$ cat config.mk
export PLATFORM = sky130hd
export DESIGN_NAME = bpa_fifo
export DESIGN_NICKNAME = d
export VERILOG_FILES = /design/src/design/bpa_fifo.sv
export SDC_FILE = /design/constraint.sdc
export NUM_CORES = 1
export LEC_CHECK = 0
export ABC_AREA = 0
export ABC_CLOCK_PERIOD_IN_PS = 3100
export BUFFER_PORTS_ARGS = -buffer_cell sky130_fd_sc_hd__clkbuf_2
export CORE_AREA = 4 4 41 43
export CTS_CLUSTER_DIAMETER = 30
export DETAILED_ROUTE_END_ITERATION = 8
export DIE_AREA = 0 0 45 47
export PLACE_DENSITY = 0.34
export SYNTH_ARGS = -nofsm -noshare
export SYNTH_HDL_FRONTEND = slang
export SYNTH_SLANG_ARGS = --single-unit
export TNS_END_PERCENT = 30
$ cat constraint.sdc
create_clock -name clk -period 3.1 [get_ports clk]
set_input_delay 0.62 -clock clk [delete_from_list [all_inputs] [get_ports clk]]
set_output_delay 0.62 -clock clk [all_outputs]
set_load 0.03 [all_outputs]
$ cat src/design/bpa_fifo.sv
// Small synchronous FIFO used between the parts of the buffer pool allocator.
// Generic over the payload type; no package dependency.
module bpa_fifo #(
	parameter type T     = logic,
	parameter int  DEPTH = 2
) (
	input  logic clk,
	input  logic arst_n,
	input  logic wr_en,
	input  T     wr_data,
	output logic full,
	input  logic rd_en,
	output T     rd_data,
	output logic empty
);

	localparam int PtrW = (DEPTH > 1) ? $clog2(DEPTH) : 1;
	localparam int CntW = $clog2(DEPTH + 1);
	localparam logic [PtrW-1:0] PtrLast = PtrW'(DEPTH - 1);
	localparam logic [CntW-1:0] CntFull = CntW'(DEPTH);

	T                slot_q [DEPTH];
	logic [PtrW-1:0] wr_ptr_q;
	logic [PtrW-1:0] rd_ptr_q;
	logic [CntW-1:0] count_q;
	logic            do_wr;
	logic            do_rd;

	assign full    = (count_q == CntFull);
	assign empty   = (count_q == '0);
	assign do_wr   = wr_en && !full;
	assign do_rd   = rd_en && !empty;
	assign rd_data = slot_q[rd_ptr_q];

	// Entry storage.
	always_ff @(posedge clk) begin
		if (do_wr) begin
			slot_q[wr_ptr_q] <= wr_data;
		end
	end

	// Pointers and fill level.
	always_ff @(posedge clk or negedge arst_n) begin
		if (!arst_n) begin
			wr_ptr_q <= '0;
			rd_ptr_q <= '0;
			count_q  <= '0;
		end else begin
			if (do_wr) begin
				wr_ptr_q <= (wr_ptr_q == PtrLast) ? '0 : wr_ptr_q + 1'b1;
			end
			if (do_rd) begin
				rd_ptr_q <= (rd_ptr_q == PtrLast) ? '0 : rd_ptr_q + 1'b1;
			end
			if (do_wr && !do_rd) begin
				count_q <= count_q + 1'b1;
			end else if (do_rd && !do_wr) begin
				count_q <= count_q - 1'b1;
			end
		end
	end

endmodule

# ---- Word level (Yosys, flattened, before mapping)
# Memory sizes are Yosys's and may differ from the RTL's.
# Cells that the tools add are included.
dict set report word_totals {
  n_memories 1
  in_bits 5
  reg_bits 4
  ramBits 2
  output_inout_bits 3
}
dict set report classes {
  eq_ne 1
  n_addsub 4
  n_reduce_logical 10
  n_mux 6
}
# memory words word_bits rd rd_clocked_by_memory_dff write_ports line_no
set memory_table {}
lappend memory_table {slot_q 2 1 1 0 1 22} ;# T slot_q [DEPTH];
# operator count
set ops {}
lappend ops {{$logic_and A1 B1 Y1} 4}
lappend ops {{$logic_not A1 Y1} 4}
lappend ops {{$mux W1} 4}
lappend ops {{$mux W2} 2}
lappend ops {{$add A1 B1 Y1 const B} 2}
lappend ops {{$add A2 B1 Y2 const B} 1}
lappend ops {{$eq A2 B2 Y1 const B} 1}
lappend ops {{$logic_not A2 Y1} 1}
lappend ops {{$reduce_bool A2 Y1} 1}
lappend ops {{$sub A2 B1 Y2 const B} 1}

# ---- Longest topological paths before layout
dict set report logic_depth {
  word_depth 7
  ltp_mapped 7
}

# ---- Least setup slack after synthesis
# Ideal clock, no wire load.
dict set report synth_timing {
  path_type {register to output}
  from {register count_q[0]}
  to {output port empty}
  path_slack_ps 1655
  path_stages_with_launch 2
  path_buffers 0
  arrival_ps 825
  required_time_ps 2480
  path_cell_list {dfrtp_1 -> nor2_1}
}
dict set report synth_between {
  elab_chain_cells 1
}
# element line_no
set synth_lines {}
lappend synth_lines {{start, declared} 25} ;# logic [CntW-1:0] count_q;
lappend synth_lines {{start signal, assigned} 56} ;# count_q <= count_q + 1'b1;
lappend synth_lines {{start signal, assigned} 58} ;# count_q <= count_q - 1'b1;
lappend synth_lines {{$logic_not A2 Y1} 30} ;# assign empty = (count_q == '0);
lappend synth_lines {{end, declared} 14} ;# output logic empty
# No other way between the ends.

# ---- Worst setup path in the final report
dict set report layout_timing {
  from {register rd_ptr_q}
  to {output port rd_data}
}
dict set report layout_between {
  elab_chain_cells 1
}
# element line_no
set layout_lines {}
lappend layout_lines {{start, declared} 24} ;# logic [PtrW-1:0] rd_ptr_q;
lappend layout_lines {{start signal, assigned} 53} ;# rd_ptr_q <= (rd_ptr_q == PtrLast) ? '0 : rd_ptr_q + 1'b1;
lappend layout_lines {{$mem_v2 Z2 W1} -}
lappend layout_lines {{end, declared} 13} ;# output T rd_data,
# No other way between the ends.

==> results.rst <==
.. list-table::
   :header-rows: 1

   * - Metric
     - Value
   * - Post-place setup slack
     - 1.52 ns
   * - Slowest cell on crit path
     - sky130_fd_sc_hd__dfrtp_1
   * - Total via count in the routed design
     - 181
   * - Multiplexer area fraction after synthesis
     - 0.0421
   * - MaxCap Viol Count
     - 0
   * - TritonCTS Sinks
     - 6
   * - Grt total ovfl
     - 0
   * - Initial antenna violation count
     - 0
   * - TritonCTS clock tree
     - done
   * - Resized Gates After CTS
     - 0
   * - Number of buffers inserted to repair setup after CTS
     - 0
   * - Placed cell areas
     - between 300 and 400 um2
   * - Post-Syn Nets
     - 28
   * - Top post-synthesis cells by area
     - sky130_fd_sc_hd__dfrtp_1, sky130_fd_sc_hd__edfxtp_1, sky130_fd_sc_hd__xnor2_1, sky130_fd_sc_hd__xor2_1, sky130_fd_sc_hd__ha_1
   * - Worst setup SP type
     - flop
   * - Post-synth top area cell
     - sky130_fd_sc_hd__dfrtp_1
   * - Met3 routed wirelength
     - 32 um
   * - Last weighted congestion value of the routability-driven placer
     - 0.684
   * - Post-route cell area
     - 348 um2
   * - Largest family of logic cells by synthesized area
     - XOR/XNOR gates
   * - Number of hold-slack violations in the final timing report
     - 0
   * - 1st-iter DRT viols
     - 0
   * - Number of buffers inserted during clock tree synthesis
     - 3
   * - Total Die Area
     - around 2100 um2
   * - Number of failing setup endpoints in the final timing report
     - 0
   * - Number of warnings reported in the yosys synthesis log
     - 0
   * - Total standard cell area after synthesis
     - 268 um2
   * - Clock Skew
     - 0.00459 ns
   * - Clk pin slew, worst setup/hold paths
     - 0.05 ns
   * - Post-synthesis to final-layout area growth
     - 29.9%
   * - Timing-limited maximum frequency
     - 572 MHz
   * - Core region area
     - between 1000 and 1500 um2
   * - Number of port buffers
     - 7
   * - Max-slew headroom at the worst pin
     - 0.866
   * - Antenna cells
     - 0
   * - Reg-to-reg critical path startpoint
     - count_q[0]$_DFFE_PN0P_
   * - Required time at the worst-slack endpoint
     - approximately 2.5 ns
   * - Number of nets in the finished design
     - 40
   * - ANT nets after route
     - 0
   * - Logic depth of the worst register-to-register path
     - 7
   * - Number of top-level design ports
     - 8
   * - Pre-Repair DR Iteration Count
     - 1
   * - Vias in the first global route
     - approximately 200
   * - RSZ-0062 raised after global routing
     - false
   * - Area share of fa/ha/maj cells after synthesis
     - 0.0467
   * - Routed len/inst
     - 10.1 um
   * - Largest stage delay, worst path
     - roughly 0.37 ns
   * - Power density normalized to cell area
     - 1130 nW/um2
   * - Minimum clock period
     - 1.75 ns
   * - Final worst slack
     - ~1.4 ns
   * - Leak pwr
     - approximately 0.17 nW
   * - Critical Path Sink Type
     - output port
   * - Total length of routed wires
     - roughly 500 um
   * - Data arrival time of the critical path
     - 1.13 ns
   * - Gate Count Post-Synth
     - 22
   * - Number of different library cells in the post-synthesis netlist
     - 12
   * - Wire length of the first global-routing pass
     - just over 800 um
   * - Post-synthesis sequential element count
     - 6
   * - Width of the die
     - 45 um
   * - Slew at the pin closest to its max-slew limit
     - between 0.2 and 0.25 ns
   * - Syn_area_per_cell
     - 12.2 um2
   * - Clock buffer depth
     - 2
   * - Post-Route Setup TNS
     - 0 ns
   * - GRT Overall Usage
     - 0.0629
   * - Run status
     - completed
   * - Largest vdd supply drop
     - ~0.31 mV
   * - Placed cell count
     - 44
   * - Series of cell instances along the critical path
     - mux2_2, clkbuf_2
   * - Die Span Y
     - 47 um
   * - Cell Count, Final, Fillers Out
     - 48
   * - Starting density of the core
     - 0.206
   * - Crit Path Max Fanout
     - 2
   * - Number of vias per cell after detailed routing
     - 3.77
   * - Fraction of post-synthesis cell area in the top cell type by area
     - 0.374
   * - Worst hold path class
     - in2async
   * - Area share of xor/xnor cells in the synthesized design
     - 0.164
   * - Length of routed wiring on met1
     - ~190 um
   * - Total design power
     - a little under 0.0004 W
   * - H-tree Lvls
     - 1
   * - Sequential cell area fraction in the yosys report
     - 0.598
   * - Largest net degree at the start of global routing
     - 6
   * - Sum of met2 wire segment lengths after detailed routing
     - 263 um
   * - Clock tree root buffer cell
     - sky130_fd_sc_hd__clkbuf_4
   * - Quantity of hold-fixing buffers added after cts
     - 0
   * - Fraction of the cycle the final worst path needs
     - 0.564
   * - Highest layer used for signal routing
     - met4
   * - Layout cell share with drive strength beyond 1
     - 0.333
   * - Setup slack of the worst register-to-register path
     - 1.59 ns
   * - Synthesized-area fraction occupied by ao, oa, aoi and oai cells
     - 0.0187
   * - Critical path class
     - reg2out
   * - Post-route DRC violation count
     - 0
   * - Row Count
     - 13
   * - Final max-slew violation count
     - 0
   * - Synth Area in Simple Gates
     - 0.103
   * - Clock latency at the later pin of the worst-skew pair
     - 0.25 ns
   * - Reg2Reg Capture Point
     - count_q[1]$_DFFE_PN0P_
-- sequential cells by signal, summed over array words and instances (netlist names) --
| name | flops |
|---|---|
| slot_q | 2 |
| rd_ptr_q | 1 |
| wr_ptr_q | 1 |
| count_q | 2 |
-- routing by layer --
metal / up-vias / track usage
met1: 85 / 0.0581
met5: - / 0
li1: 91 / -
met4: 0 / 0.0877
met2: 3 / 0.0904
met3: 2 / 0.0268
-- worst max-delay path by stage --
stage                                         to  depth (start not counted)                    from  slack (ns)
after CTS                                rd_data                          2    rd_ptr_q$_DFFE_PN0P_        1.33
after global placement    count_q[1]$_DFFE_PN0P_                          6                   wr_en        1.59
after detailed placement  count_q[1]$_DFFE_PN0P_                          6                   wr_en        1.52
after global routing                        full                          3  count_q[0]$_DFFE_PN0P_        1.32
final                                    rd_data                          2    rd_ptr_q$_DFFE_PN0P_        1.35
after floorplan                            empty                          1  count_q[0]$_DFFE_PN0P_        1.66
-- worst max-delay path, delay by kind of cell (launching register included) --
family / cells / cell delay, ns
mux: 1 / 0.34
buf+inv: 1 / 0.18
flops: 1 / 0.37
-- cells in the mapped netlist (all sizes together) --
library cell and number:
and3 1, dfrtp 4, edfxtp 2, ha 1, inv 2, mux2 1, nand2 1, nand2b 1
nor2 3, o21ai 1, xnor2 3, xor2 2
-- cell families (layout without fill, tap and decap cells) --
group,after synthesis,count (layout)
flip-flops,6,6
AND/OR/NAND/NOR,6,6
XOR/XNOR,5,5
buffers and inverters,2,13
adder cells (fa/ha/maj),1,1
AO/OA/AOI/OAI,1,1
multiplexers,1,1
-- placed cells by master, fill, tap and decap left out, drive strengths merged --
cell,netlist,final
xnor2,3,3
ha,1,1
o21ai,1,1
dfrtp,4,4
mux2,1,1
clkbuf,0,11
nand2b,1,1
inv,2,2
edfxtp,2,2
xor2,2,2
and3,1,1
nor2,3,3
nand2,1,1
-- final cells by class --
class	instances	area [um2]
timing repair buffer	7	35.0
inverter	2	7.51
fill	150	953
sequential	6	160
clock buffer	4	26.3
tap	15	18.8
multi-input combinational	14	100
-- through the flow --
| stage | hold slack [ns] | util |
|---|---|---|
| after detailed placement | 0.441 | 0.247 |
| after global routing | 0.166 | 0.267 |
| after CTS | 0.173 | 0.267 |
| after floorplan | 0.324 | - |
| final | 0.176 | 0.267 |
| after global placement | 0.438 | 0.247 |
-- power by group --
part | internal, W | total, W | switching [W]
Combinational | 0.0000698 | 0.000163 | 0.0000932
Sequential | 0.000119 | 0.000149 | 0.0000300
Clock | 0.0000489 | 0.0000797 | 0.0000308
(Power assumes the default switching activity.)
