[src/design/bpa_pkg.sv]
// Shared types and constants for the buffer pool allocator.
// Holds the request, result, command and configuration structs and the op and status codes.
// No dependencies.
package bpa_pkg;

	// Default capacity of the free-id queue.
	localparam int MaxBuffersDefault = 1024;

	// Width of a stored id: wide enough for any id below the largest buffer count.
	localparam int IdW = 11;

	// Configuration register indexes.
	localparam logic [1:0] CfgBaseAddress  = 2'd0;
	localparam logic [1:0] CfgBufferLength = 2'd1;
	localparam logic [1:0] CfgBufferCount  = 2'd2;
	localparam logic [1:0] CfgLocalKey     = 2'd3;

	typedef enum logic [1:0] {
		OP_INIT    = 2'd0,
		OP_ACQ_ANY = 2'd1,
		OP_ACQ_ID  = 2'd2,
		OP_RELEASE = 2'd3
	} op_t;

	typedef enum logic [1:0] {
		STATUS_OK      = 2'd0,
		STATUS_INVALID = 2'd1,
		STATUS_OPEN    = 2'd2,
		STATUS_FULL    = 2'd3
	} status_t;

	typedef struct packed {
		op_t         op;
		logic [9:0]  buffer_id;
		logic [31:0] request_length;
	} request_t;

	typedef struct packed {
		status_t     status;
		logic [9:0]  granted_id;
		logic [63:0] address;
		logic [31:0] granted_length;
		logic [31:0] key;
	} result_t;

	// Decoded command handed from the front part to the back part.
	typedef struct packed {
		op_t         op;
		logic [9:0]  buffer_id;
		logic [31:0] request_length;
		logic        len_ok;
	} cmd_t;

	typedef struct packed {
		logic [63:0] base_address;
		logic [31:0] buffer_length;
		logic [10:0] buffer_count;
		logic [31:0] local_key;
	} cfg_t;

endpackage

[src/design/bpa_fifo.sv]
// Small synchronous FIFO used between the parts of the buffer pool allocator.
// Generic over the payload type; no package dependency.
module bpa_fifo #(
	parameter type T     = logic,
	parameter int  DEPTH = 2
) (
	input  logic clk,
	input  logic arst_n,
	input  logic wr_en,
	input  T     wr_data,
	output logic full,
	input  logic rd_en,
	output T     rd_data,
	output logic empty
);

	localparam int PtrW = (DEPTH > 1) ? $clog2(DEPTH) : 1;
	localparam int CntW = $clog2(DEPTH + 1);
	localparam logic [PtrW-1:0] PtrLast = PtrW'(DEPTH - 1);
	localparam logic [CntW-1:0] CntFull = CntW'(DEPTH);

	T                slot_q [DEPTH];
	logic [PtrW-1:0] wr_ptr_q;
	logic [PtrW-1:0] rd_ptr_q;
	logic [CntW-1:0] count_q;
	logic            do_wr;
	logic            do_rd;

	assign full    = (count_q == CntFull);
	assign empty   = (count_q == '0);
	assign do_wr   = wr_en && !full;
	assign do_rd   = rd_en && !empty;
	assign rd_data = slot_q[rd_ptr_q];

	// Entry storage.
	always_ff @(posedge clk) begin
		if (do_wr) begin
			slot_q[wr_ptr_q] <= wr_data;
		end
	end

	// Pointers and fill level.
	always_ff @(posedge clk or negedge arst_n) begin
		if (!arst_n) begin
			wr_ptr_q <= '0;
			rd_ptr_q <= '0;
			count_q  <= '0;
		end else begin
			if (do_wr) begin
				wr_ptr_q <= (wr_ptr_q == PtrLast) ? '0 : wr_ptr_q + 1'b1;
			end
			if (do_rd) begin
				rd_ptr_q <= (rd_ptr_q == PtrLast) ? '0 : rd_ptr_q + 1'b1;
			end
			if (do_wr && !do_rd) begin
				count_q <= count_q + 1'b1;
			end else if (do_rd && !do_wr) begin
				count_q <= count_q - 1'b1;
			end
		end
	end

endmodule

[src/design/bpa_front.sv]
// Front part of the buffer pool allocator: takes requests and queues decoded commands.
// Depends on bpa_pkg and bpa_fifo.
module bpa_front (
	input  logic              clk,
	input  logic              arst_n,
	input  logic              push,
	output logic              full,
	input  bpa_pkg::request_t request,
	input  logic [31:0]       buffer_length,
	input  logic              cmd_pop,
	output bpa_pkg::cmd_t     cmd,
	output logic              cmd_empty
);

	bpa_pkg::cmd_t dec;

	// Decode the request; the length check is settled here so the back part only
	// has the id check and the multiply left.
	always_comb begin
		dec.op             = request.op;
		dec.buffer_id      = request.buffer_id;
		dec.request_length = request.request_length;
		dec.len_ok         = (request.request_length <= buffer_length);
	end

	// Short command queue that lets the front and back stall independently.
	bpa_fifo #(
		.T     (bpa_pkg::cmd_t),
		.DEPTH (2)
	) u_cmd_fifo (
		.clk     (clk),
		.arst_n  (arst_n),
		.wr_en   (push),
		.wr_data (dec),
		.full    (full),
		.rd_en   (cmd_pop),
		.rd_data (cmd),
		.empty   (cmd_empty)
	);

endmodule

[config.mk]
export PLATFORM = sky130hd
export DESIGN_NAME = bpa_front
export DESIGN_NICKNAME = d
export VERILOG_FILES = /design/src/design/bpa_pkg.sv /design/src/design/bpa_fifo.sv /design/src/design/bpa_front.sv
export SDC_FILE = /design/constraint.sdc
export NUM_CORES = 1
export LEC_CHECK = 0
export ABC_AREA = 0
export BUFFER_PORTS_ARGS = -buffer_cell sky130_fd_sc_hd__clkbuf_2
export CORE_ASPECT_RATIO = 2
export CORE_UTILIZATION = 30
export CTS_CLUSTER_SIZE = 20
export DETAILED_ROUTE_END_ITERATION = 16
export GPL_TIMING_DRIVEN = 1
export SLEW_MARGIN = 20
export SYNTH_ARGS = -nofsm -noshare
export SYNTH_HDL_FRONTEND = slang
export SYNTH_SLANG_ARGS = --single-unit
[constraint.sdc]
create_clock -name clk -period 4.6 [get_ports clk]
set_clock_uncertainty 0.2 [all_clocks]
set_input_delay 0.92 -clock clk [delete_from_list [all_inputs] [get_ports clk]]
set_output_delay 0.92 -clock clk [all_outputs]
set_load 0.05 [all_outputs]
# Word-level counts from Yosys, hierarchy flattened
# Memory sizes are Yosys's and may differ from the RTL's.
# Index checks and enable logic that the tools add are counted.
[word_totals]
register_bits = 4
ram_bits = 90
in_bits = 80
output_inout_bits = 47
elab_cells = 26
n_memories = 1
[memory_table]
columns = ["memory", "depth", "width", "read_ports", "rd_ports_with_merged_regs", "wr", "line", "text"]
rows = [
  ["u_cmd_fifo.slot_q", 2, 45, 1, 0, 1, "bpa_fifo.sv:22", "T slot_q [DEPTH];"],
]
[op_classes]
add_sub_neg = 4
magnitude_cmp = 1
eq_ne = 1
muxes = 6
reduce_logical = 10
[ops]
columns = ["operator", "count"]
rows = [
  ["$le A32 B32 Y1", 1],
  ["$logic_and A1 B1 Y1", 4],
  ["$logic_not A1 Y1", 4],
  ["$mux W1", 4],
  ["$mux W2", 2],
  ["$add A1 B1 Y1 const B", 2],
  ["$add A2 B1 Y2 const B", 1],
  ["$eq A2 B2 Y1 const B", 1],
  ["$logic_not A2 Y1", 1],
  ["$reduce_bool A2 Y1", 1],
  ["$sub A2 B1 Y2 const B", 1],
]

# Longest topological paths before layout
# Gate-level depths: netlist of the first run.
[logic_depth]
ltp_word = 7
ltp_mapped = 7
depth_no_buf = 7

# Hierarchy
# From an unflattened synthesis of the first run, not the netlist that was laid out.
[hier_totals]
hier_cells = 274
area_unflattened_um2 = 4459.3
[by_module_without_submodules]
columns = ["mod", "instances", "cells_each", "area_per_inst_um2", "seq_area_each_um2"]
rows = [
  ["bpa_fifo", 1, 159, 3643.5, 2802.7],
  ["bpa_front", 1, 115, 815.8, 0.0],
]

# Worst setup path after synthesis of the first run
# Ideal clock, no wire load.
[synth_timing]
kind = "input port to flip-flop"
from = "input push"
to = "memory u_cmd_fifo.slot_q[0][0] (netlist bit), enable pin"
setup_time_ns = 0.447
t_arrival_ns = 2.900
required_ns = 3.953
setup_slack_ns = 1.052
cell_stages = 2
n_path_buf = 0
cell_sequence = "nand2_1 nor2_1"
[synth_between]
elab_chain_len = 3
[synth_lines]
columns = ["item", "line", "text"]
rows = [
  ["start: declaration", "bpa_front.sv:6", "input logic push,"],
  ["$logic_and A1 B1 Y1", "bpa_fifo.sv:31", "assign do_wr = wr_en && !full;"],
  ["$mux W1", "bpa_fifo.sv:37", "if (do_wr) begin"],
  ["$mux W1 (implied by the code)", "bpa_fifo.sv:38", "slot_q[wr_ptr_q] <= wr_data;"],
  ["end: declaration", "bpa_fifo.sv:22", ""],
]
# No other way between the ends.

==> results by group, run 1 <==
Route
  – Via density: 4.53
  – Antenna viol nets, final: 0
  – Drt total wl: 9.31 mm
  – DR WL/cell: 15.5 um
  – DR DRC count: 0
  – TritonRoute pass-1 iters: 4
  – Via Count: 2,725
  – Drt initial violations: 45

Synth
  – Avg Cell Area, Syn: 15.5 um2
  – Mapped cell area: 4250 um2
  – Mapped Nets: 387
  – Post-synthesis register bit count: 94
  – Register area share after synthesis: 65.9%
  – Yosys cell types: 29
  – Ys flop type: edfxtp_1
  – EDFF count, synth: 90
  – Post-Syn Instances: 274
  – Yosys warns: 0
  – Ys async rst share: 4.26%

Timing
  – RSZ-0062 raised after global routing: no
  – Fin. max-slew vios: 0
  – Setup TNS: 0 ns
  – Period utilization: 64.6%
  – Slew headroom: 35.8%
  – Worst Max-Slew Pin Slew: 0.961 ns
  – Setup violations, final: 0
  – Max frequency: 0.336 GHz
  – Final Hold Fails: 0
  – Final setup margin: 1.63 ns
  – WHS: 0.182 ns
  – Final min period: 2.97 ns

Final layout
  – Register area: 2810 um2
  – Fillers: 1,404
  – Multi-input gate area: 1310 um2
  – Final Instance Area: 5470 um2
  – Nets: 521
  – Fin cells: 602
  – Number of diodes: 0
  – Area Growth Syn to Fin: 28.6%
  – Fraction of layout cells with a size suffix above 1: 47.0%

Worst setup path
  – Crit path arrival time: 1.85 ns
  – CP Class: flip-flop to output pin
  – Crit. End Element: output pin
  – Largest stage delay, worst path: 0.84 ns
  – CP Cell Sequence: mux2_2 -> clkbuf_2
  – Startpoint Class: flip-flop
  – Worst Path Required: 3.48 ns
  – CP delay by family, top: flip-flops
  – Crit Path Max Fanout: 46
  – CP max stage cell: dfrtp_4
  – Critical path buffers and inverters: 1

Placement
  – Hpwl dp: 7.05 mm
  – RD Place Congestion: 0.765
  – Placed Area: 5120 um2
  – Pre-CTS setup slack: 1.66 ns
  – Port buffer count: 126
  – DP Cell Count: 586

Power and ir drop
  – PD cells: 648 nW/um2
  – Peak supply drop: 0.000222 V
  – Static Leak: 2.33 nW

Clocking
  – CTS Buf Count: 9
  – H-tree lvl count: 3
  – Clock latency on the worst-skew pair: 0.33 ns
  – CTS sink cnt: 94
  – CTS tree: built
  – Post-CTS Resized: 0
  – CTS root buf: clkbuf_16
  – Worst-case clock buffer depth: 2
  – # hold bufs at CTS: 0
  – Post-CTS Repair Setup Buffers: 0
  – CTS clk-pin slew, worst paths: 0.07 ns

Floorplan
  – FP Rows: 61
  – Initial core utilization: 30.6%
  – Die width: 86.2 um
  – Core box area: 13,900 um2
  – Area of the die: 14,700 um2
  – Die Span Y: 170 um
  – I/O pin total: 127

Global routing
  – First-pass GRT wire length: 13.9 mm
  – Grt total ovfl: 0
  – Vias in the first global route: 2,796
  – All-Layer GR Usage: 13.1%
  – Antenna violations before repair: 0
  – Largest net degree at the start of global routing: 47

Run status
  – Status: finished clean

Worst hold path
  – Worst Hold Class: input port to async pin

Job
  – Maxcap violations: 0
==> cell families after synthesis <==
| group | share of synthesized area (%) |
|---|---|
| fa+ha+maj | 9.71 |
| simple gates | 4.29 |
| mux | 11.9 |
| buf+inv | 3.65 |
| xor+xnor | 1.03 |
| compound gates | 3.53 |
| flops | 65.9 |
==> placed cells by master (no fill, tap or decap), drive strengths merged, types with 4 or more instances in the layout <==
master,netlist,routed
a21oi,12,12
clkbuf,1,135
dfrtp,4,4
edfxtp,90,90
ha,33,33
inv,35,36
mux2,45,45
nand2,8,8
nand4,6,6
nor2,7,7
o21ai,6,6
==> Yosys cell counts, drive strengths merged (2+ instances only) <==
| library cell | n | area, um2 |
|---|---|---|
| ha | 33 | 413 |
| nand4 | 6 | 43.8 |
| and4 | 2 | 17.5 |
| buf | 4 | 20.0 |
| a21oi | 12 | 60.1 |
| inv | 35 | 131 |
| xnor2 | 3 | 26.3 |
| a221oi | 3 | 26.3 |
| nor2 | 7 | 26.3 |
| o21ai | 6 | 30.0 |
| nand2 | 8 | 30.0 |
| edfxtp | 90 | 2700 |
| nand2b | 2 | 15.0 |
| xor2 | 2 | 17.5 |
| mux2 | 45 | 507 |
| dfrtp | 4 | 100 |
| nand3 | 3 | 15.0 |
==> metal layers <==
metal  GRT usage (%)  vias up  part of all wire [%]
met5               0        -                     0
met4            6.96        0                   3.1
met3            1.75       17                   2.9
met2            26.1       87                    60
met1            12.4     1329                    34
li1                -     1292                     -
==> layout make-up <==
cell class | count | area share, %
Clock buffer | 9 | 4.12
Clock inverter | 7 | 2.20
Inverter | 35 | 2.40
Multi-Input combinational cell | 140 | 23.9
Sequential cell | 94 | 51.3
Tap cell | 189 | 4.32
Timing Repair Buffer | 128 | 11.8
==> stage by stage <==
stage	util (%)	power, W
final	39.4	0.00355
after global routing	39.4	0.00371
after detailed placement	36.9	0.00275
after CTS	39.4	0.00361
after global placement	36.9	0.00272
after floorplan	-	0.00239
==> sequential cells by signal (all words and copies together), names as in the netlist <==
signal,flops
u_cmd_fifo.wr_ptr_q,1
u_cmd_fifo.rd_ptr_q,1
u_cmd_fifo.count_q,2
u_cmd_fifo.slot_q,90
==> final timing paths <==
kind	startpoint	slack, ns	to	cells after the start
worst max-delay path	u_cmd_fifo.rd_ptr_q$_DFFE_PN0P_	1.63	cmd[8]	2
worst min-delay path	arst_n	0.18	u_cmd_fifo.rd_ptr_q$_DFFE_PN0P_	1
worst max register to register	u_cmd_fifo.count_q[0]$_DFFE_PN0P_	2.20	u_cmd_fifo.slot_q[0][44]$_DFFE_PP_	4
worst min register to register	u_cmd_fifo.count_q[1]$_DFFE_PN0P_	0.34	u_cmd_fifo.count_q[1]$_DFFE_PN0P_	1
max in group asynchronous	arst_n	3.88	u_cmd_fifo.rd_ptr_q$_DFFE_PN0P_	1
min in group clk	u_cmd_fifo.count_q[1]$_DFFE_PN0P_	0.34	u_cmd_fifo.count_q[1]$_DFFE_PN0P_	1
==> power by group <==
group | internal (W) | leakage (nW) | switching, W
sequential | 0.00118 | 0.882 | 0.000133
clock | 0.000533 | 0.168 | 0.000319
combinational | 0.000397 | 1.28 | 0.000989
total | 0.00211 | 2.33 | 0.00144
Power figures use the tool's default switching activity.
==> run 2, diff against run 1 <==
--- a/config.mk
+++ b/config.mk
@@ -5,7 +5,7 @@
 export SDC_FILE = /design/constraint.sdc
 export NUM_CORES = 1
 export LEC_CHECK = 0
-export ABC_AREA = 0
+export ABC_AREA = 1
 export BUFFER_PORTS_ARGS = -buffer_cell sky130_fd_sc_hd__clkbuf_2
 export CORE_ASPECT_RATIO = 2
 export CORE_UTILIZATION = 30
==> constraint.sdc (replaced) <==
create_clock -name clk -period 3.04 [get_ports clk]
set_clock_uncertainty 0.2 [all_clocks]
set_input_delay 0.608 -clock clk [delete_from_list [all_inputs] [get_ports clk]]
set_output_delay 0.608 -clock clk [all_outputs]
set_load 0.05 [all_outputs]
==> run 2 against run 1 <==
Core utilization is 0.30 points higher. Cell count is 20% higher. Via count is 15% higher. First-iteration DRC count is 38% higher. Highest routed layer unchanged. Critical path type unchanged.
==> results by group, run 2 <==
Clocking
  – CTS sink cnt: 94
  – Post-CTS Repair Setup Buffers: 0
  – CTS root buf: clkbuf_16
  – H-tree lvl count: 3
  – CTS clk-pin slew, worst paths: 0.07 ns
  – Clock latency on the worst-skew pair: 0.34 ns
  – # hold bufs at CTS: 1
  – Worst-case clock buffer depth: 2
  – CTS Buf Count: 9
  – Post-CTS Resized: 0
  – CTS tree: built

Synth
  – Top cells by area, synth: edfxtp_1 62%, nand2_1 15%, ha_1 9.5%, inv_1 3.5%, dfrtp_1 2.3%
  – Mapped Nets: 511
  – Ys async rst share: 4.26%
  – Avg Cell Area, Syn: 10.9 um2
  – Mapped cell area: 4330 um2
  – Post-Syn Instances: 398
  – EDFF count, synth: 90
  – Synth area leader: edfxtp_1
  – Post-synthesis register bit count: 94
  – Yosys cell types: 21
  – Register area share after synthesis: 64.8%
  – Ys flop type: edfxtp_1
  – Yosys warns: 0
  – Synth top cells by count: 171 x nand2_1, 90 x edfxtp_1, 40 x inv_1, 33 x ha_1, 15 x a21oi_1
  – Most common cell in the synthesized netlist: nand2_1
  – Synth top area share: 62.5%

Route
  – Via Count: 3,131
  – Drt initial violations: 62
  – Via density: 4.32
  – DR DRC count: 0
  – Antenna viol nets, final: 0
  – DR WL/cell: 13.2 um
  – TritonRoute pass-1 iters: 4
  – Drt total wl: 9.57 mm

Worst setup path
  – Crit. End Element: output pin
  – Startpoint Class: flip-flop
  – R2R setup slack: 0.99 ns
  – Worst Path Required: 2.23 ns
  – Crit path arrival time: 1.70 ns
  – CP Class: flip-flop to output pin
  – Crit Path Max Fanout: 26

Final layout
  – Nets: 644
  – Most flop-heavy register: u_cmd_fifo.slot_q
  – Regs by FF count: u_cmd_fifo.slot_q: 90 flops, u_cmd_fifo.count_q: 2 flops
  – Area Growth Syn to Fin: 28.1%
  – Most frequent cells in the layout: 171 x nand2_1, 126 x clkbuf_2, 90 x edfxtp_1
  – Final Core Density: 39.7%
  – Number of diodes: 0
  – Fraction of layout cells with a size suffix above 1: 28.7%
  – Final Instance Area: 5540 um2
  – Max FFs per register: 90
  – Most common cell after layout, fill and taps aside: nand2_1

Timing
  – Max frequency: 0.399 GHz
  – Final Hold Fails: 0
  – RSZ-0062 raised after global routing: no
  – Period utilization: 82.5%
  – Setup TNS: 0 ns
  – Setup violations, final: 0
  – Slew headroom: 64.3%
  – Final min period: 2.51 ns
  – Worst Max-Slew Pin Slew: 0.534 ns
  – Fin. max-slew vios: 0

Placement
  – Hpwl dp: 7.18 mm
  – Placed Area: 5230 um2
  – Port buffer count: 126
  – RD Place Congestion: 0.819

Global routing
  – First-pass GRT wire length: 14.7 mm
  – All-Layer GR Usage: 13.3%
  – Met1 layer usage reported by global route: 13.0%
  – Grt total ovfl: 0
  – Grt met3 use: 2.06%
  – Antenna violations before repair: 0
  – Vias in the first global route: 3,131
  – Routing usage on met2: 26.1%
  – Largest net degree at the start of global routing: 46
  – Gr busiest metal: met2

Job
  – Maxcap violations: 0

Floorplan
  – Die width: 86.9 um
  – Core box area: 14,000 um2
  – FP Rows: 61
  – Area of the die: 14,900 um2
  – I/O pin total: 127
  – Initial core utilization: 31.0%
  – Die Span Y: 172 um

Power and ir drop
  – PD cells: 998 nW/um2
  – Peak supply drop: 0.000352 V
  – Total Power: 0.00553 W
  – Static Leak: 2.64 nW

Worst hold path
  – Worst Hold Class: input port to flip-flop

Run status
  – Status: finished clean
run 2: changes by cell type in the layout (fill, tap and decap cells not counted), sizes merged, moves of 3 or more:
| cell | change |
|---|---|
| a21oi | +3 |
| a221oi | -3 |
| inv | +7 |
| mux2 | -45 |
| nand2 | +164 |
| nand4 | -4 |
| nor2 | +8 |
run 2: per-layer routing:
metal / vias to the layer above / routed length (um)
met2: 83 / 5520
met3: 16 / 273
met4: 0 / 252
li1: 1575 / -
met1: 1457 / 3520
met5: - / 0
run 2: cell type report:
cell class	instances	area (um2)
Sequential cell	94	2800
Clock inverter	5	58.8
Timing Repair Buffer	131	708
Multi-Input combinational cell	251	1330
Tap cell	189	236
Fill cell	1379	8420
Clock buffer	11	243
Inverter	44	165
run 2: final timing paths:
path	depth (start not counted)	startpoint	end
min	1	request[39]	u_cmd_fifo.slot_q[1][40]$_DFFE_PP_
max	5	u_cmd_fifo.rd_ptr_q$_DFFE_PN0P_	cmd[24]
min reg2reg	1	u_cmd_fifo.count_q[0]$_DFFE_PN0P_	u_cmd_fifo.count_q[0]$_DFFE_PN0P_
min in group asynchronous	2	arst_n	u_cmd_fifo.count_q[1]$_DFFE_PN0P_
max reg2reg	6	u_cmd_fifo.count_q[0]$_DFFE_PN0P_	u_cmd_fifo.count_q[1]$_DFFE_PN0P_
max in group asynchronous	2	arst_n	u_cmd_fifo.rd_ptr_q$_DFFE_PN0P_
run 2: cell families (layout without fill, tap and decap cells):
family / count (synthesis) / count (layout) / share of synthesized area (%)
buffers and inverters: 53 / 191 / 4.86
flip-flops: 94 / 94 / 64.8
XOR/XNOR: 3 / 3 / 0.608
AND/OR/NAND/NOR: 192 / 192 / 17.4
AO/OA/AOI/OAI: 23 / 23 / 2.83
adder cells (fa/ha/maj): 33 / 33 / 9.55
run 2: power breakdown:
group          switching, W  internal [W]  total (W)
registers         0.0000874       0.00177    0.00186
clock network      0.000458      0.000660    0.00112
logic               0.00201      0.000542    0.00256
total               0.00256       0.00297    0.00553
run 2: metrics by stage:
| stage | hold WS (ns) | setup WS, ns | std cells |
|---|---|---|---|
| after global placement | 0.223 | 0.795 | 708 |
| after detailed placement | 0.224 | 0.763 | 708 |
| after floorplan | 0.112 | 0.510 | 398 |
| after CTS | 0.245 | 0.491 | 725 |
| after global routing | 0.245 | 0.396 | 725 |
| final | 0.259 | 0.532 | 725 |
run 2: critical path, stage by stage, from the launching register on:
cell and delay, ns:
dfrtp_2 0.40, inv_2 0.32, buf_12 0.22, nand2_1 0.06
nand2_1 0.06, clkbuf_2 0.28
==> run 3, diff against run 2 <==
--- a/config.mk
+++ b/config.mk
@@ -5,7 +5,7 @@
 export SDC_FILE = /design/constraint.sdc
 export NUM_CORES = 1
 export LEC_CHECK = 0
-export ABC_AREA = 1
+export ABC_AREA = 0
 export BUFFER_PORTS_ARGS = -buffer_cell sky130_fd_sc_hd__clkbuf_2
 export CORE_ASPECT_RATIO = 2
 export CORE_UTILIZATION = 30
==> constraint.sdc (replaced) <==
create_clock -name clk -period 2 [get_ports clk]
set_clock_uncertainty 0.2 [all_clocks]
set_input_delay 0.4 -clock clk [delete_from_list [all_inputs] [get_ports clk]]
set_output_delay 0.4 -clock clk [all_outputs]
set_load 0.05 [all_outputs]
==> run 3 against run 2 <==
Total power increased by 74%. Sequential power increased by 52%. Core utilization increased by 7.1 points. Final area increased by 17%. Critical path type unchanged. Largest power group unchanged. Critical endpoint is now cmd[41]. The flow now finishes with violations (setup timing). Clock-buffer cell count decreased by 1.
==> results by group, run 3 (synthesis gave the netlist of run 1 again) <==
Route
  – Metal2 WL: 6.17 mm
  – DR top layer: met4
  – Via Count: 2,907
  – Drt total wl: 10.3 mm
  – Via density: 4.51
  – Post-Route M1 WL: 3.43 mm
  – DR DRC count: 0
  – Antenna viol nets, final: 0
  – WL met3: 266 um
  – Drt initial violations: 96
  – DR WL/cell: 15.9 um
  – TritonRoute pass-1 iters: 4

Final layout
  – Most flop-heavy register: u_cmd_fifo.slot_q
  – Most frequent cells in the layout: 90 x edfxtp_1, 75 x clkbuf_2, 45 x buf_8
  – Final Core Density: 46.8%
  – Most common cell after layout, fill and taps aside: edfxtp_1
  – Max FFs per register: 90
  – Fraction of layout cells with a size suffix above 1: 54.6%
  – Nets: 565
  – Area Growth Syn to Fin: 52.7%
  – Regs by FF count: u_cmd_fifo.slot_q: 90 flops, u_cmd_fifo.count_q: 2 flops
  – Fin cells: 645
  – Number of diodes: 0

Global routing
  – All-Layer GR Usage: 14.2%
  – Largest net degree at the start of global routing: 46
  – First-pass GRT wire length: 15.2 mm
  – Antenna violations before repair: 0
  – Vias in the first global route: 3,125
  – Grt total ovfl: 0

Placement
  – DP Cell Count: 624
  – Hpwl dp: 7.45 mm
  – RD Place Congestion: 0.809
  – Pre-CTS setup slack: -0.315 ns
  – Port buffer count: 126

Timing
  – Slew headroom: 77.8%
  – Final Hold Fails: 0
  – Setup violations, final: 47
  – Final setup margin: -0.131 ns
  – Period utilization: 107%
  – RSZ-0062 raised after global routing: yes
  – Max frequency: 0.469 GHz
  – WHS: 0.0519 ns
  – Final min period: 2.13 ns
  – Worst Max-Slew Pin Slew: 0.330 ns
  – Fin. max-slew vios: 0

Power and ir drop
  – Sw Ratio: 37.8%
  – Switch Pwr: 0.00363 W
  – Static Leak: 2.77 nW
  – Combinational fraction of design power: 51.8%
  – PD cells: 1480 nW/um2
  – Clk pwr share: 18.8%
  – Cell Int Power: 0.00598 W
  – Peak supply drop: 0.000590 V
  – Reg power frac: 29.5%

Floorplan
  – Die Span Y: 170 um
  – Area of the die: 14,700 um2
  – Initial core utilization: 30.6%
  – I/O pin total: 127
  – Core box area: 13,900 um2
  – FP Rows: 61
  – Die width: 86.2 um

Clocking
  – CTS clk-pin slew, worst paths: 0.07 ns
  – CTS sink cnt: 94
  – H-tree lvl count: 3
  – CTS root buf: clkbuf_16
  – CTS Buf Count: 9
  – Clock latency on the worst-skew pair: 0.33 ns
  – Worst-case clock buffer depth: 2
  – CTS tree: built

Worst setup path
  – CP delay by family, top: buffers and inverters
  – Largest stage delay, worst path: 0.43 ns
  – Worst Path Required: 1.40 ns
  – Critical path buffers and inverters: 3
  – Crit. End Element: output pin
  – CP Cell Sequence: buf_12 -> buf_12 -> mux2_4 -> buf_8
  – Crit path arrival time: 1.53 ns
  – CP Class: flip-flop to output pin
  – Startpoint Class: flip-flop
  – Crit Path Max Fanout: 10
  – CP max stage cell: dfrtp_2
  – CP most frequent cell: buf_12

Run status
  – Violated checks: setup timing
  – Status: finished with violations

Worst hold path
  – Worst Hold Class: input port to flip-flop

Job
  – Maxcap violations: 0
==> run 3: cell types whose count changed in the layout (fill, tap and decap cells not counted), moves of 6 or more <==
cell      change
nand2_1     -163
buf_4        +36
buf_8        +45
mux2_2       +32
clkbuf_2     -51
nor2_1        -7
inv_1        -10
mux2_4       +13
buf_6         +6
==> run 3: cell type report <==
class	count	area [um2]
fill	1273	7390
sequential	94	2800
timing repair buffer	172	1570
multi-input combinational	140	1430
tap	189	236
clock buffer	10	229
inverter	35	134
clock inverter	5	85.1
==> run 3: timing repair <==
| action | in CTS | in global routing |
|---|---|---|
| pin swaps | 0 | 8 |
| endpoints found under the hold margin | 4 | 0 |
| resized for setup | 94 | 76 |
| hold buffers | 1 | 0 |
| gates cloned | 2 | 0 |
| setup buffers | 2 | 2 |
| endpoints found under the setup margin | 45 | 47 |
==> run 3: metrics by stage <==
| stage | total power (W) | instance area, um2 | TNS [ns] |
|---|---|---|---|
| 2_1_floorplan | 0.00549 | 4310 | 0 |
| 3_3_place_gp | 0.00653 | 5510 | -0.567 |
| 3_5_place_dp | 0.00659 | 5510 | -0.630 |
| 4_1_cts | 0.00935 | 6320 | -6.81 |
| 5_1_grt | 0.00998 | 6500 | -7.20 |
| 6_report | 0.00961 | 6500 | -5.00 |
==> run 3: power groups by stage <==
stage	Clock (W)	Combinational [W]	Sequential (W)
CTS	0.00185	0.00467	0.00283
detailed placement	0	0.00370	0.00289
global route	0.00191	0.00520	0.00287
floorplan	0	0.00267	0.00283
finish	0.00180	0.00498	0.00283
global placement	0	0.00366	0.00286
==> run 3: final timing paths <==
kind,start,endpoint,slack [ns],cells past startpoint
worst max-delay path,u_cmd_fifo.rd_ptr_q$_DFFE_PN0P_,cmd[41],-0.13,4
worst min-delay path,request[37],u_cmd_fifo.slot_q[1][38]$_DFFE_PP_,0.05,1
worst max register to register,u_cmd_fifo.count_q[0]$_DFFE_PN0P_,u_cmd_fifo.count_q[1]$_DFFE_PN0P_,0.25,7
worst min register to register,u_cmd_fifo.count_q[1]$_DFFE_PN0P_,u_cmd_fifo.count_q[1]$_DFFE_PN0P_,0.33,1
max in group asynchronous,arst_n,u_cmd_fifo.rd_ptr_q$_DFFE_PN0P_,1.25,2
min in group asynchronous,arst_n,u_cmd_fifo.wr_ptr_q$_DFFE_PN0P_,0.21,2
==> run 3: per-layer routing <==
metal	GRT usage, %	vias to the layer above
li1	-	1379
met2	28.2	89
met4	8.62	0
met3	2.52	26
met1	12.6	1413
met5	0	-
